### config.mk
export PLATFORM = sky130hd
export DESIGN_NAME = tofb_sqrt
export DESIGN_NICKNAME = d
export VERILOG_FILES = /design/src/tofb_pkg.sv /design/src/tofb_sqrt.sv
export SDC_FILE = /design/constraint.sdc
export NUM_CORES = 2
export LEC_CHECK = 0
export ABC_CLOCK_PERIOD_IN_PS = 4090
export BUFFER_PORTS_ARGS = -buffer_cell sky130_fd_sc_hd__buf_2
export CELL_PAD_IN_SITES_DETAIL_PLACEMENT = 0
export CELL_PAD_IN_SITES_GLOBAL_PLACEMENT = 1
export CORE_ASPECT_RATIO = 0.6
export CORE_MARGIN = 8
export CORE_UTILIZATION = 45
export CTS_CLUSTER_DIAMETER = 60
export DETAILED_ROUTE_END_ITERATION = 8
export GPL_ROUTABILITY_DRIVEN = 0
export PLACE_DENSITY = 0.73
export SLEW_MARGIN = 40
export SYNTH_ARGS = -nofsm -noshare
export SYNTH_HDL_FRONTEND = slang
export SYNTH_MEMORY_MAX_BITS = 65536
export SYNTH_SLANG_ARGS = --single-unit
### constraint.sdc
create_clock -name clock -period 4.09 [get_ports clock]
set_clock_uncertainty 0.15 [all_clocks]
set_input_delay 0 -clock clock [delete_from_list [all_inputs] [get_ports clock]]
set_output_delay 0 -clock clock [all_outputs]
set_load 0.05 [all_outputs]
### src/tofb_pkg.sv
// ----------------------------------------------------------------------------
// tofb_pkg : shared types, constants and helpers
// Field layouts, register indexes and stage sideband for the time-of-flight
// and velocity pipeline.
// ----------------------------------------------------------------------------
package tofb_pkg;

   // converter count width
   localparam int RAW_BITS = 12;
   localparam int PROD_W   = RAW_BITS + 32;

   // 1500 ps in 1/16 ps
   localparam logic signed [33:0] TIME_THRESHOLD = 34'sd24000;

   // floor(n/3) = (n * RECIP3) >> RECIP3_SHIFT for n below 2^20
   localparam logic [19:0] RECIP3       = 20'd699051;
   localparam int          RECIP3_SHIFT = 21;

   // square root and divider geometry
   localparam int ROOT_W      = 32;
   localparam int RADICAND_W  = 2 * ROOT_W;
   localparam int ROOT_STAGES = ROOT_W;
   localparam int QUO_W       = 32;
   localparam int DVS_W       = 32;
   localparam int NUM_W       = 48;
   localparam int DIV_STAGES  = QUO_W;

   // request beat layout
   localparam int IN_LEFT_LO  = 0;
   localparam int IN_RIGHT_LO = RAW_BITS;
   localparam int IN_START_LO = 2 * RAW_BITS;
   localparam int IN_START_OK = IN_START_LO + 16;
   localparam int IN_STOP_LO  = IN_START_OK + 1;
   localparam int IN_STOP_OK  = IN_STOP_LO + 16;
   localparam int REQ_BITS    = IN_STOP_OK + 1;
   localparam int REQ_W       = ((REQ_BITS + 7) / 8) * 8;

   // response beat layout
   localparam int RSP_BITS = 32 + 32 + 1 + 32 + 1 + 16 + 32 + 32;
   localparam int RSP_W    = ((RSP_BITS + 7) / 8) * 8;

   // configuration register indexes
   localparam int CSR_IDX_W = 3;
   typedef enum logic [CSR_IDX_W-1:0] {
      CSR_LEFT_SLOPE   = 3'd0,
      CSR_LEFT_OFFSET  = 3'd1,
      CSR_RIGHT_SLOPE  = 3'd2,
      CSR_RIGHT_OFFSET = 3'd3,
      CSR_BETA_BASE    = 3'd4,
      CSR_BETA_SCALE   = 3'd5,
      CSR_POS_CORR     = 3'd6
   } csr_index_type;

   typedef struct packed {
      logic [31:0]        left_slope;
      logic signed [31:0] left_offset;
      logic [31:0]        right_slope;
      logic signed [31:0] right_offset;
      logic signed [31:0] beta_base_time;
      logic signed [31:0] beta_scale_time;
      logic               position_correction_on;
   } cfg_type;

   // sideband leaving the front end
   typedef struct packed {
      logic signed [31:0] left_cal;
      logic signed [31:0] right_cal;
      logic               flight_ok;
      logic signed [31:0] flight_time;
      logic               beta_ok;
      logic [31:0]        mag_a;
      logic [31:0]        mag_b;
   } side_type;

   // sideband through the dividers
   typedef struct packed {
      logic signed [31:0] left_cal;
      logic signed [31:0] right_cal;
      logic               flight_ok;
      logic signed [31:0] flight_time;
      logic               beta_ok;
      logic               gamma_sat;
      logic               bg_sat;
   } fin_type;

   function automatic logic signed [31:0] sat32(input logic signed [33:0] v);
      logic signed [31:0] r;
      if (v > 34'sh0_7FFF_FFFF) begin
         r = 32'sh7FFF_FFFF;
      end else if (v < -34'sh0_8000_0000) begin
         r = 32'sh8000_0000;
      end else begin
         r = v[31:0];
      end
      return r;
   endfunction

endpackage

### src/tofb_sqrt.sv
// ----------------------------------------------------------------------------
// tofb_sqrt : pipelined integer square root
// One root bit per stage, restoring method; floor of the square root.
// ----------------------------------------------------------------------------
module tofb_sqrt (
   input  logic                            clock,
   input  logic                            adv,
   input  logic [tofb_pkg::RADICAND_W-1:0] radicand,
   output logic [tofb_pkg::ROOT_W-1:0]     root
);

   localparam int RW = tofb_pkg::ROOT_W;
   localparam int XW = tofb_pkg::RADICAND_W;
   localparam int NS = tofb_pkg::ROOT_STAGES;

   logic [XW-1:0] x_ff    [NS];
   logic [RW+1:0] rem_ff  [NS];
   logic [RW-1:0] root_ff [NS];
   logic [XW-1:0] x_in    [NS];
   logic [RW+1:0] rem_in  [NS];
   logic [RW-1:0] root_in [NS];
   logic [XW-1:0] x_prev    [NS];
   logic [RW+1:0] rem_prev  [NS];
   logic [RW-1:0] root_prev [NS];

   // one trial subtraction per stage
   always_comb begin
      logic [RW+3:0] shifted;
      logic [RW+3:0] trial;
      x_prev[0]    = radicand;
      rem_prev[0]  = '0;
      root_prev[0] = '0;
      for (int k = 1; k < NS; k++) begin
         x_prev[k]    = x_ff[k-1];
         rem_prev[k]  = rem_ff[k-1];
         root_prev[k] = root_ff[k-1];
      end
      for (int k = 0; k < NS; k++) begin
         shifted = {rem_prev[k], x_prev[k][XW-1 -: 2]};
         trial   = (RW+4)'({root_prev[k], 2'b01});
         x_in[k] = {x_prev[k][XW-3:0], 2'b00};
         if (shifted >= trial) begin
            rem_in[k]  = (RW+2)'(shifted - trial);
            root_in[k] = {root_prev[k][RW-2:0], 1'b1};
         end else begin
            rem_in[k]  = (RW+2)'(shifted);
            root_in[k] = {root_prev[k][RW-2:0], 1'b0};
         end
      end
   end

   always_ff @(posedge clock) begin
      if (adv) begin
         for (int k = 0; k < NS; k++) begin
            x_ff[k]    <= x_in[k];
            rem_ff[k]  <= rem_in[k];
            root_ff[k] <= root_in[k];
         end
      end
   end

   assign root = root_ff[NS-1];

endmodule

* Yosys cells after proc, flatten, opt, wreduce, memory -nomap -nowiden
Memory sizes are Yosys's and may differ from the RTL's.
Cells that the tools add are included.
** Storage, ports and cells
- RAM bits :: 4096
- Output and inout port bits :: 32
- Bits in registers :: 0
- Memories kept :: 3
- Bits of input ports :: 66
** Operators by class
- Multiplexer cells :: 66
- Add/subtract/negate cells :: 32
- $lt $le $gt $ge :: 32
** Memory list
- x_ff :: words 32, bits a word 62, rd ports 31, clocked after Yosys merged registers in 0, wr ports 32, RTL line tofb_sqrt.sv:16 : logic [XW-1:0] x_ff [NS];
- rem_ff :: words 32, bits a word 34, rd ports 31, clocked after Yosys merged registers in 0, wr ports 32, RTL line tofb_sqrt.sv:17 : logic [RW+1:0] rem_ff [NS];
- root_ff :: words 32, bits a word 32, rd ports 32, clocked after Yosys merged registers in 0, wr ports 32, RTL line tofb_sqrt.sv:18 : logic [RW-1:0] root_ff [NS];
** Operators by type and width (count)
- 36-bit by 34-bit greater-or-equal comparator with 1-bit output :: 31
- 34-bit 2-to-1 mux :: 32
- 34-bit subtractor :: 31
- 1-bit 2-to-1 mux :: 34
- 2-bit by 1-bit subtractor with 3-bit output (second input constant) :: 1
- 2-bit by 1-bit greater-or-equal comparator with 1-bit output (second input constant) :: 1

* Depth between registers and ports, before layout
An unclocked memory read counts as a cell.
- Depth after elaboration :: 3
- Gate-level depth with buffers :: 14

* Least setup slack after synthesis
Ideal clock, no wire load.
- Path type :: reg2reg
- Start point :: mem rem_ff[0][360] (netlist bit)
- End point :: mem rem_ff[0][397] (netlist bit) (data pin)
- Cell stages (with the launch flop) :: 13
- Path slack :: 0.243 ns
- Library setup time :: 0.271 ns
- Arrival :: 3.426 ns
- Period minus slack after synthesis :: 3.847 ns
- Required time :: 3.669 ns
- Cell sequence :: edfxtp_1 or4_1 or4_1 or3_1 or3_1 or3_1 a2111o_1 buf_6 o21ai_2 or3_1 buf_6 nor4_1 xor2_1
** RTL lines (RTL line)
- start, declared :: tofb_sqrt.sv:17

==> results.json <==
{
  "wl_um": 248200,
  "hold_violations": 0,
  "grt_usage_pct": 17.40,
  "syn_avg_cell_area_um2": 13.02,
  "die_w_um": 675.2,
  "syn_area_um2": 117300,
  "synth_edf_count": 2523,
  "final_layout_size_suffix_gt1_share_pct": 9.235,
  "tritoncts": "yes",
  "crit_chain": "ha_1, and3_1, and3_1, nand2_1, nor3_1, nand2_2, nor4_2, buf_4, nor3_1, nand2_2, buf_12, mux2_2",
  "vias": 71670,
  "syn_inst": 9015,
  "slew_viol_final": 0,
  "combinationalPowerShare_pct": 21.5,
  "initialDrtViolationCount": 7301,
  "cts.reportedPaths.clkPinSlew_ns": 0.07,
  "cts_buffer_depth": 4,
  "wire_per_inst_um": 18.83,
  "timing.critical_path.from_type": "flop",
  "async_flop_share_pct": 0,
  "tightest_slew_ns": 0.8971,
  "p_leak_nw": 50.84,
  "critPathKind": "reg -> reg",
  "slew_headroom_pct": 39.43,
  "htreeDepth": 4,
  "final_common_cell": "edfxtp_1",
  "first_global_vias": 68370,
  "n_antenna_cell": 0,
  "clkLatencyLatePin_ns": 0.87,
  "drv_cap": 0,
  "antenna_found_initial": 10,
  "crit_path_max_incr_delay_ns": 0.49,
  "synth_ff_type": "edfxtp_1",
  "path_max_fanout": 19,
  "netSwitchingPower_mw": 20.93,
  "critPathCaptureType": "flop",
  "p_int_mw": 52.43,
  "clkSinkCount": 2523,
  "num_rows": 145,
  "final_cell_mix": "edfxtp_1 (2523), inv_1 (698), a21oi_1 (591)",
  "layout_worst_path_cycle_share_pct": 99.33,
  "die_area_um2": 277900,
  "clockRootBuffer": "clkbuf_16",
  "initial_core_util_pct": 45.16,
  "whs_ns": 0.1829,
  "numCtsBuffers": 241,
  "coreArea_um2": 259800,
  "fin_nets": 10160,
  "syn-num-nets": 9643,
  "cp.required_ns": 4.54,
  "ys_warn_count": 0,
  "sequentialPowerShare_pct": 47.5,
  "switching_share_pct": 28.53,
  "ant_nets": 0,
  "ys_seq_area_share_pct": 64.57,
  "dp.final_hpwl_um": 178700,
  "synthDistinctLibCells": 83,
  "p_per_area_nw_per_um2": 551.4,
  "dr.pass1.iters": 6,
  "wl_met3_um": 18600,
  "ir_drop_mv": 0.4398,
  "total_power_mw": 73.36,
  "hold_path.class": "in -> reg",
  "max_freq_mhz": 246.1,
  "io_buffers": 97,
  "worstPathArrival_ns": 4.51,
  "routed.top_layer": "met5",
  "met2WireLength_um": 94490,
  "fp.dieH_um": 411.5,
  "clockPowerShare_pct": 31.0,
  "wl_met1_um": 131300,
  "avgViaCountPerCell": 5.438,
  "ys_ff_latch": 2523,
  "grt_pass1_wl_um": 390200,
  "status": "complete, no violations",
  "io-pin-count": 98,
  "synthToLayoutAreaGrowth_pct": 13.39,
  "min_period_ns": 4.063,
  "setup_tns_ns": 0,
  "grt_start_max_net_pins": 159,
  "grt-ovfl-total": 0,
  "drc": 0,
  "setup_violations": 0,
  "cp_slowest_cell": "nor3_1"
}
==> cell families (layout without fill, tap and decap cells) <==
kind of cell	count (synthesis)	after routing	share of synthesized area, %
DFF	2523	2523	64.57
adders and majority gates	562	562	5.993
other	1	1	0.003196
xor gates and xnor gates	844	844	6.300
buffers and inverters	896	1605	2.986
and+or+nand+nor	2272	2272	9.593
AOI/OAI and AO/OA	1812	1812	9.561
muxes	105	105	0.9938
==> synthesized netlist by cell type (40+ instances only) <==
master | number | share of area [%]
o21bai_1 | 40 | 0.26
a21o_1 | 256 | 1.6
nor2_1 | 540 | 1.7
nand2_1 | 577 | 1.8
xor2_1 | 401 | 3.0
nor2b_1 | 94 | 0.50
nand3_1 | 138 | 0.59
nor3_1 | 222 | 0.95
ha_1 | 562 | 6.0
o21a_1 | 97 | 0.62
edfxtp_1 | 2523 | 65
or3_1 | 96 | 0.51
a31oi_1 | 43 | 0.23
o31ai_1 | 59 | 0.38
clkbuf_1 | 145 | 0.46
a211oi_1 | 54 | 0.35
and3_1 | 52 | 0.28
xnor2_1 | 443 | 3.3
inv_1 | 698 | 2.2
nand2b_1 | 113 | 0.60
nand4_1 | 92 | 0.49
or2_2 | 44 | 0.23
o21ai_0 | 439 | 1.9
mux2_2 | 92 | 0.88
a21oi_1 | 594 | 2.5
or4_1 | 55 | 0.35
nor4_1 | 114 | 0.61
==> power groups by stage <==
stage               clock network [mW]  logic, mW  registers [mW]
floorplan                            0       11.1            34.4
global placement                     0       14.9            35.3
detailed placement                   0       15.2            35.4
CTS                               23.5       15.4            34.8
global route                      24.4       17.4            35.2
finish                            22.8       15.7            34.8
==> worst max-delay path: cells and delay by family (launching register included) <==
kind / cells / cell delay [ns]
mux: 1 / 0.35
buf+inv: 2 / 0.42
fa+ha+maj: 1 / 0.42
flops: 1 / 0.41
simple gates: 8 / 2.03
==> sequential cells by signal, indices dropped and copies added, names as in the netlist <==
name and cells:
x_ff 992, root_ff 528, rem_ff 1003
==> metrics by stage <==
stage / worst slack (ns) / util, % / instance area, um^2 / std cells
CTS: 0.01028 / 51.16 / 132900 / 13170
global route: -0.01610 / 51.21 / 133000 / 13180
global placement: -0.03531 / 47.56 / 123600 / 12610
finish: 0.02741 / 51.21 / 133000 / 13180
floorplan: 0.2429 / - / 117300 / 9015
detailed placement: -0.08049 / 47.56 / 123600 / 12610
==> final timing paths <==
path                                startpoint        endpoint  slack (ns)  cells after the start
worst max-delay path            rem_ff[1][456]  rem_ff[1][486]        0.03                     12
worst min-delay path              radicand[47]     x_ff[0][47]        0.18                      3
worst max register to register  rem_ff[1][456]  rem_ff[1][486]        0.03                     12
worst min register to register    x_ff[0][712]    x_ff[0][776]        0.21                      0
==> cell type report <==
class / count / area [um^2]
inverter: 699 / 2624
fill: 21980 / 126800
sequential: 2523 / 75760
timing repair buffer: 470 / 4064
clock inverter: 167 / 1829
multi-input combinational: 5596 / 38270
tap: 3454 / 4322
clock buffer: 269 / 6178
==> repair_timing <==
action                                 4_1_cts  5_1_grt
setup buffers                                0        3
hold buffers                               132        0
endpoints found under the hold margin     1670        0
resized for setup                            2       24
pin swaps                                    0        2
setup endpoints to repair                    4      112
==> routing by layer <==
metal | up-vias | global-route usage [%]
met5 | - | 0
met1 | 34860 | 29.39
li1 | 34450 | -
met3 | 296 | 3.298
met2 | 2063 | 22.86
met4 | 2 | 2.993
(Power assumes the default switching activity.)
