File: src/tofb_pkg.sv
// ----------------------------------------------------------------------------
// tofb_pkg : shared types, constants and helpers
// Field layouts, register indexes and stage sideband for the time-of-flight
// and velocity pipeline.
// ----------------------------------------------------------------------------
package tofb_pkg;

   // converter count width
   localparam int RAW_BITS = 12;
   localparam int PROD_W   = RAW_BITS + 32;

   // 1500 ps in 1/16 ps
   localparam logic signed [33:0] TIME_THRESHOLD = 34'sd24000;

   // floor(n/3) = (n * RECIP3) >> RECIP3_SHIFT for n below 2^20
   localparam logic [19:0] RECIP3       = 20'd699051;
   localparam int          RECIP3_SHIFT = 21;

   // square root and divider geometry
   localparam int ROOT_W      = 32;
   localparam int RADICAND_W  = 2 * ROOT_W;
   localparam int ROOT_STAGES = ROOT_W;
   localparam int QUO_W       = 32;
   localparam int DVS_W       = 32;
   localparam int NUM_W       = 48;
   localparam int DIV_STAGES  = QUO_W;

   // request beat layout
   localparam int IN_LEFT_LO  = 0;
   localparam int IN_RIGHT_LO = RAW_BITS;
   localparam int IN_START_LO = 2 * RAW_BITS;
   localparam int IN_START_OK = IN_START_LO + 16;
   localparam int IN_STOP_LO  = IN_START_OK + 1;
   localparam int IN_STOP_OK  = IN_STOP_LO + 16;
   localparam int REQ_BITS    = IN_STOP_OK + 1;
   localparam int REQ_W       = ((REQ_BITS + 7) / 8) * 8;

   // response beat layout
   localparam int RSP_BITS = 32 + 32 + 1 + 32 + 1 + 16 + 32 + 32;
   localparam int RSP_W    = ((RSP_BITS + 7) / 8) * 8;

   // configuration register indexes
   localparam int CSR_IDX_W = 3;
   typedef enum logic [CSR_IDX_W-1:0] {
      CSR_LEFT_SLOPE   = 3'd0,
      CSR_LEFT_OFFSET  = 3'd1,
      CSR_RIGHT_SLOPE  = 3'd2,
      CSR_RIGHT_OFFSET = 3'd3,
      CSR_BETA_BASE    = 3'd4,
      CSR_BETA_SCALE   = 3'd5,
      CSR_POS_CORR     = 3'd6
   } csr_index_type;

   typedef struct packed {
      logic [31:0]        left_slope;
      logic signed [31:0] left_offset;
      logic [31:0]        right_slope;
      logic signed [31:0] right_offset;
      logic signed [31:0] beta_base_time;
      logic signed [31:0] beta_scale_time;
      logic               position_correction_on;
   } cfg_type;

   // sideband leaving the front end
   typedef struct packed {
      logic signed [31:0] left_cal;
      logic signed [31:0] right_cal;
      logic               flight_ok;
      logic signed [31:0] flight_time;
      logic               beta_ok;
      logic [31:0]        mag_a;
      logic [31:0]        mag_b;
   } side_type;

   // sideband through the dividers
   typedef struct packed {
      logic signed [31:0] left_cal;
      logic signed [31:0] right_cal;
      logic               flight_ok;
      logic signed [31:0] flight_time;
      logic               beta_ok;
      logic               gamma_sat;
      logic               bg_sat;
   } fin_type;

   function automatic logic signed [31:0] sat32(input logic signed [33:0] v);
      logic signed [31:0] r;
      if (v > 34'sh0_7FFF_FFFF) begin
         r = 32'sh7FFF_FFFF;
      end else if (v < -34'sh0_8000_0000) begin
         r = 32'sh8000_0000;
      end else begin
         r = v[31:0];
      end
      return r;
   endfunction

endpackage

File: src/tofb_div.sv
// ----------------------------------------------------------------------------
// tofb_div : pipelined restoring divider
// One quotient bit per stage; the numerator's upper part must be below the
// divisor for the quotient to be exact.
// ----------------------------------------------------------------------------
module tofb_div (
   input  logic                       clock,
   input  logic                       adv,
   input  logic [tofb_pkg::NUM_W-1:0] numer,
   input  logic [tofb_pkg::DVS_W-1:0] divisor,
   output logic [tofb_pkg::QUO_W-1:0] quotient
);

   localparam int QW = tofb_pkg::QUO_W;
   localparam int DW = tofb_pkg::DVS_W;
   localparam int NW = tofb_pkg::NUM_W;
   localparam int NS = tofb_pkg::DIV_STAGES;

   logic [DW-1:0] rem_ff [NS];
   logic [QW-1:0] quo_ff [NS];
   logic [QW-1:0] low_ff [NS];
   logic [DW-1:0] dvs_ff [NS];
   logic [DW-1:0] rem_in [NS];
   logic [QW-1:0] quo_in [NS];
   logic [QW-1:0] low_in [NS];
   logic [DW-1:0] rem_prev [NS];
   logic [QW-1:0] quo_prev [NS];
   logic [QW-1:0] low_prev [NS];
   logic [DW-1:0] dvs_prev [NS];

   // shift one numerator bit in, subtract where it fits
   always_comb begin
      logic [DW:0] t;
      logic        ge;
      rem_prev[0] = DW'(numer[NW-1:QW]);
      quo_prev[0] = '0;
      low_prev[0] = numer[QW-1:0];
      dvs_prev[0] = divisor;
      for (int k = 1; k < NS; k++) begin
         rem_prev[k] = rem_ff[k-1];
         quo_prev[k] = quo_ff[k-1];
         low_prev[k] = low_ff[k-1];
         dvs_prev[k] = dvs_ff[k-1];
      end
      for (int k = 0; k < NS; k++) begin
         t         = {rem_prev[k], low_prev[k][QW-1]};
         ge        = t >= (DW+1)'(dvs_prev[k]);
         rem_in[k] = ge ? DW'(t - (DW+1)'(dvs_prev[k])) : t[DW-1:0];
         quo_in[k] = {quo_prev[k][QW-2:0], ge};
         low_in[k] = {low_prev[k][QW-2:0], 1'b0};
      end
   end

   always_ff @(posedge clock) begin
      if (adv) begin
         for (int k = 0; k < NS; k++) begin
            rem_ff[k] <= rem_in[k];
            quo_ff[k] <= quo_in[k];
            low_ff[k] <= low_in[k];
            dvs_ff[k] <= dvs_prev[k];
         end
      end
   end

   assign quotient = quo_ff[NS-1];

endmodule

File: config.mk
export PLATFORM = sky130hd
export DESIGN_NAME = tofb_div
export DESIGN_NICKNAME = d
export VERILOG_FILES = /design/src/tofb_pkg.sv /design/src/tofb_div.sv
export SDC_FILE = /design/constraint.sdc
export NUM_CORES = 2
export LEC_CHECK = 0
export BUFFER_PORTS_ARGS = -buffer_cell sky130_fd_sc_hd__buf_2
export CAP_MARGIN = 20
export CORE_ASPECT_RATIO = 1.25
export CORE_MARGIN = 5
export CORE_UTILIZATION = 69
export DETAILED_ROUTE_END_ITERATION = 12
export PLACE_DENSITY = 0.86
export SLEW_MARGIN = 10
export SYNTH_ARGS = -nofsm -noshare
export SYNTH_HDL_FRONTEND = slang
export SYNTH_SLANG_ARGS = --single-unit
File: constraint.sdc
create_clock -name clock -period 5.1 [get_ports clock]
set_input_delay 0.51 -clock clock [delete_from_list [all_inputs] [get_ports clock]]
set_output_delay 0.51 -clock clock [all_outputs]
set_load 0.01 [all_outputs]
-- Yosys cells after proc, flatten, opt, wreduce, memory -nomap -nowiden
Memories as Yosys holds them, arrays and structs flattened.
Cells that the tools add are included.
Widths: inputs -> output; s select.
- $add $sub $neg: 32
- magnitude comparators: 32
- mux-type cells: 34
- operators with widths (operator ; number):
    $mux 32 ; 32
    $ge 33x32->1 ; 31
    $sub 32x32->32 ; 31
    $ge 17x32->1 ; 1
    $sub 17x32->32 ; 1
    $mux 1 ; 2
- memory bits (writable): 4064
- bits of input ports: 82
- flip-flop bits (word level): 0
- memories: 4
- memory list (name ; depth ; bits a word ; rd ports ; clocked after Yosys merged registers in ; wr ports ; line ; source):
    dvs_ff ; 32 ; 32 ; 31 ; 0 ; 32 ; tofb_div.sv:22 ; logic [DW-1:0] dvs_ff [NS];
    quo_ff ; 32 ; 32 ; 32 ; 0 ; 32 ; tofb_div.sv:20 ; logic [QW-1:0] quo_ff [NS];
    rem_ff ; 32 ; 32 ; 31 ; 0 ; 32 ; tofb_div.sv:19 ; logic [DW-1:0] rem_ff [NS];
    low_ff ; 32 ; 31 ; 31 ; 0 ; 32 ; tofb_div.sv:21 ; logic [QW-1:0] low_ff [NS];

-- Longest topological paths before layout
An unclocked memory read counts as a cell.
- depth after elaboration: 3
- gate-level depth with buffers: 16
- mapped depth without buffers: 14

-- Worst setup path before layout
Ideal clock, no wire load.
- path kind: register -> register
- from: memory dvs_ff[1][1] (netlist bit)
- to: memory rem_ff[1][39] (netlist bit) (data pin)
- library setup time: 262 ps
- arrival time: 3179 ps
- cell stages (with the launch flop): 15
- setup slack: 1659 ps
- path buffers: 2
- required time: 4838 ps
- cells stage by stage: edfxtp_1 > inv_1 > ha_1 > nor2b_1 > o31a_1 > o311ai_1 > a21oi_1 > a21oi_2 > o21ai_1 > a311o_1 > a221oi_2 > o211a_1 > buf_2 > buf_4 > mux2_1
- RTL lines (element ; line):
    start, declared ; tofb_div.sv:22
    end, declared ; tofb_div.sv:19

==> impl_results.rst <==
.. list-table::
   :header-rows: 1

   * - Metric
     - Value
   * - Synthesized cell area
     - 0.153 mm^2
   * - Depth of the CTS H-tree
     - 5
   * - Number of global-route vias before repair
     - 102,000
   * - Total track usage
     - 0.321
   * - Synthesized net count
     - 13,700
   * - Worst Hold Margin
     - 0.154 ns
   * - Site Rows
     - between 150 and 200
   * - Number of detailed-route iterations in the first pass
     - 7
   * - Most used standard cell by instance count after synthesis
     - sky130_fd_sc_hd__edfxtp_1
   * - Remaining antenna violation count
     - 0
   * - Clock sink total
     - approximately 3,000
   * - Final Max Tran Viols
     - 0
   * - Outcome
     - complete, no violations
   * - Count of instances resized after the clock tree is built
     - 0
   * - Areal power density over the cells
     - 644 mW/mm^2
   * - CTS Buf Count
     - approximately 300
   * - Layout cells sized above 1
     - 0.0785
   * - Number of endpoints failing setup at the final stage
     - 0
   * - Critical path startpoint category
     - flop
   * - Net Sw Frac
     - 0.377
   * - WL met2
     - 193,000 um
   * - Core area
     - about 0.22 mm^2
   * - Finished Layout Cells
     - around 16,000
   * - Share of total power in sequential cells
     - 0.369
   * - Internal cell power
     - 0.0672 W
   * - Leading cell types by total area after synthesis
     - sky130_fd_sc_hd__edfxtp_1 59%, sky130_fd_sc_hd__ha_1 8.3%, sky130_fd_sc_hd__inv_1 3.1%, sky130_fd_sc_hd__a21oi_1 3.0%, sky130_fd_sc_hd__o21ai_0 3.0%
   * - Top FF cell, synth
     - sky130_fd_sc_hd__edfxtp_1
   * - Worst slew margin relative to its limit
     - 0.304
   * - Clock Tree Root
     - sky130_fd_sc_hd__clkbuf_16
   * - Hold violation total from the final report
     - 0
   * - Met1 WL
     - 133,000 um
   * - Count of hold-fix buffers inserted at cts
     - 80
   * - Net switching power figure
     - 0.0406 W
   * - Yosys top cell area share
     - 0.591
   * - Detail-routed via count per cell
     - 6.32
   * - Avg Synthesized Cell Area
     - 12.1 um^2
   * - Arrival time at the worst endpoint
     - 5.16 ns
   * - Relative contribution of the clock network to total power
     - 0.202
   * - Maximum buffer depth of the clock tree
     - 4
   * - CTS clk-pin slew, worst paths
     - 0.07 ns
   * - Max-capacitance violation count
     - 0
   * - Half-perimeter wire length of the detailed placement result
     - 271,000 um
   * - Final-stage net count
     - about 14,000
   * - First-pass GRT wire length
     - 578,000 um
   * - Growth of design area from synthesis to finish
     - 9.61%
   * - Final Skew
     - 0.0658 ns
   * - Number of cells produced by synthesis
     - ~13,000
   * - Netlist cell types
     - 102
   * - Clock network latency to the later pin of the worst-skew pair
     - ~0.90 ns
   * - Post-synthesis sequential element count
     - 3,008
   * - Antenna violations before repair
     - 5
   * - Share of synthesized registers carrying an async set or reset
     - 0
   * - Category of the critical setup timing path
     - flop to flop
   * - Count of flip-flops with a built-in enable after synthesis
     - roughly 3,000
   * - Part of the Yosys area used for sequential elements
     - 0.591
   * - Tightest Hold Check Type
     - input pin to flop
   * - Overall die area
     - 0.231 mm^2
   * - DP Cell Count
     - 15,500
   * - Clock tree from TritonCTS
     - done
   * - Final standard cell utilization of the core
     - 0.759
   * - Final total negative setup slack
     - 0 ns
   * - Slew at the pin closest to its max-slew limit
     - 1.04 ns
   * - Pin count of the biggest net entering global routing
     - 160
   * - Post-Layout Inst Area
     - roughly 0.17 mm^2
   * - Final routed DRC violation total
     - 0
   * - Gate power share
     - 0.429
   * - Wire length after detailed routing
     - ~380,000 um
   * - Top cell type by total area after synthesis
     - sky130_fd_sc_hd__edfxtp_1
   * - Synth cell count leaders
     - 3,008 x sky130_fd_sc_hd__edfxtp_1, 1,253 x sky130_fd_sc_hd__inv_1, 1,009 x sky130_fd_sc_hd__ha_1
   * - Horizontal die dimension
     - 431 um
   * - Number of buffers added for setup after CTS
     - 0
   * - Required @ worst endpoint
     - 5.55 ns
   * - Setup repair after global routing missed its margin
     - false
   * - Number of ports placed on the die boundary
     - 114
   * - Chip height
     - 536 um
   * - Number of warnings printed during yosys synthesis
     - 0
   * - Number of port buffers
     - 113
   * - Max IR drop VDD
     - about 0.37 mV
   * - Initial Util
     - 0.692
   * - Final routed wire length divided by cell count
     - ~23 um
   * - Crit. End Element
     - flop
   * - Placed standard-cell area
     - 0.157 mm^2
   * - Total leakage power
     - ~68 nW
   * - Routed met3 length
     - 20,400 um
   * - Peak fanout along the critical path
     - 20
   * - Highest clock frequency the design can meet
     - 212 MHz
   * - Number of fill cells
     - 13,600
   * - DRT iter0 DRCs
     - roughly 10,000
   * - Crit share post-route
     - 0.923
   * - Grt ovf
     - 0
   * - Shortest period the worst path allows
     - 4.71 ns
   * - Detailed-route via count
     - 102,000
   * - Uppermost layer routed
     - met5
   * - Weighted congestion reported at the end of routability-driven placement
     - 0.985
[cell usage in the layout, fill, tap and decap left out, types with 55 or more instances in the layout]
cell | Yosys | routed
sky130_fd_sc_hd__a211oi_1 | 58 | 57
sky130_fd_sc_hd__a21o_1 | 523 | 523
sky130_fd_sc_hd__a21oi_1 | 927 | 926
sky130_fd_sc_hd__a31oi_1 | 96 | 96
sky130_fd_sc_hd__and3_1 | 74 | 74
sky130_fd_sc_hd__buf_2 | 66 | 112
sky130_fd_sc_hd__buf_4 | 44 | 104
sky130_fd_sc_hd__clkbuf_16 | 0 | 305
sky130_fd_sc_hd__clkinv_1 | 0 | 55
sky130_fd_sc_hd__dlygate4sd3_1 | 0 | 80
sky130_fd_sc_hd__edfxtp_1 | 3008 | 3008
sky130_fd_sc_hd__ha_1 | 1009 | 1009
sky130_fd_sc_hd__inv_1 | 1253 | 1253
sky130_fd_sc_hd__mux2_2 | 250 | 250
sky130_fd_sc_hd__nand2_1 | 990 | 988
sky130_fd_sc_hd__nand2b_1 | 152 | 152
sky130_fd_sc_hd__nand3_1 | 175 | 175
sky130_fd_sc_hd__nand4_1 | 136 | 136
sky130_fd_sc_hd__nor2_1 | 613 | 612
sky130_fd_sc_hd__nor2b_1 | 140 | 140
sky130_fd_sc_hd__nor3_1 | 127 | 127
sky130_fd_sc_hd__o21a_1 | 124 | 123
sky130_fd_sc_hd__o21ai_0 | 906 | 906
sky130_fd_sc_hd__o21ai_1 | 59 | 56
sky130_fd_sc_hd__o21bai_1 | 116 | 116
sky130_fd_sc_hd__o31ai_1 | 56 | 56
sky130_fd_sc_hd__xnor2_1 | 465 | 465
sky130_fd_sc_hd__xor2_1 | 380 | 380
[per-layer routing]
metal  vias to the layer above  global-route usage
met3                      1429              0.0408
met1                     48900               0.356
met2                      4485               0.579
met5                         -                   0
met4                         6               0.213
li1                      46800                   -
[critical path, cell delays in order (launching register included)]
cell and delay (ns):
sky130_fd_sc_hd__edfxtp_1 0.45, sky130_fd_sc_hd__inv_1 0.09, sky130_fd_sc_hd__ha_1 0.33, sky130_fd_sc_hd__nor2b_1 0.19, sky130_fd_sc_hd__o31ai_1 0.39, sky130_fd_sc_hd__a31oi_1 0.22
sky130_fd_sc_hd__a21oi_1 0.26, sky130_fd_sc_hd__o31a_1 0.21, sky130_fd_sc_hd__a21oi_1 0.17, sky130_fd_sc_hd__a21o_1 0.26, sky130_fd_sc_hd__a221o_1 0.35, sky130_fd_sc_hd__a211oi_4 0.89
sky130_fd_sc_hd__o21ai_0 0.47
[cell families (layout without fill, tap and decap cells)]
kind of cell	count (synthesis)	in the layout	synth area share
flip-flops	3008	3008	0.591
AND/OR/NAND/NOR	2619	2619	0.0795
buffers and inverters	1536	2092	0.0397
AO/OA/AOI/OAI	3241	3241	0.131
adder cells (fa/ha/maj)	1040	1040	0.0867
other	0	6	0
XOR/XNOR	845	845	0.0484
multiplexers	310	310	0.0233
[state kept, by name, indices dropped and copies added (netlist names)]
| name | cells |
|---|---|
| dvs_ff | 992 |
| low_ff | 496 |
| rem_ff | 992 |
| quo_ff | 528 |
[final timing paths]
path | startpoint | end | slack (ns) | cells after the start
hold reg to reg | quo_ff[0][229] | quo_ff[0][262] | 0.38 | 0
setup reg to reg | dvs_ff[1][193] | rem_ff[1][225] | 0.39 | 12
setup / recovery | dvs_ff[1][193] | rem_ff[1][225] | 0.39 | 12
hold / removal | adv | quo_ff[1][15] | 0.15 | 1
[final cells by class]
class | instances | area, um^2 | area share
flip-flops and latches | 3008 | 90300 | 0.539
multi-input cells | 8055 | 56600 | 0.338
clock buffers | 353 | 7810 | 0.0467
inverters | 1254 | 4710 | 0.0281
well taps | 2925 | 3660 | 0.0219
repair buffers | 322 | 2670 | 0.0159
clock inverters | 163 | 1690 | 0.0101
diodes | 6 | 15.0 | 0.0000897
[stage by stage]
step | power (W) | setup slack (ns)
floorplan | 0.0716 | 1.66
global placement | 0.0830 | 0.819
detailed placement | 0.0845 | 0.656
CTS | 0.107 | 0.600
global route | 0.114 | 0.316
finish | 0.108 | 0.391
[power groups by stage]
stage                     clock network, W  logic (W)  registers, W
after detailed placement                 0     0.0444        0.0401
after global routing                0.0233     0.0505        0.0400
after floorplan                          0     0.0341        0.0375
after CTS                           0.0221     0.0454        0.0397
final                               0.0218     0.0462        0.0398
after global placement                   0     0.0430        0.0400
Note: power is estimated with default switching activity, not from simulation.
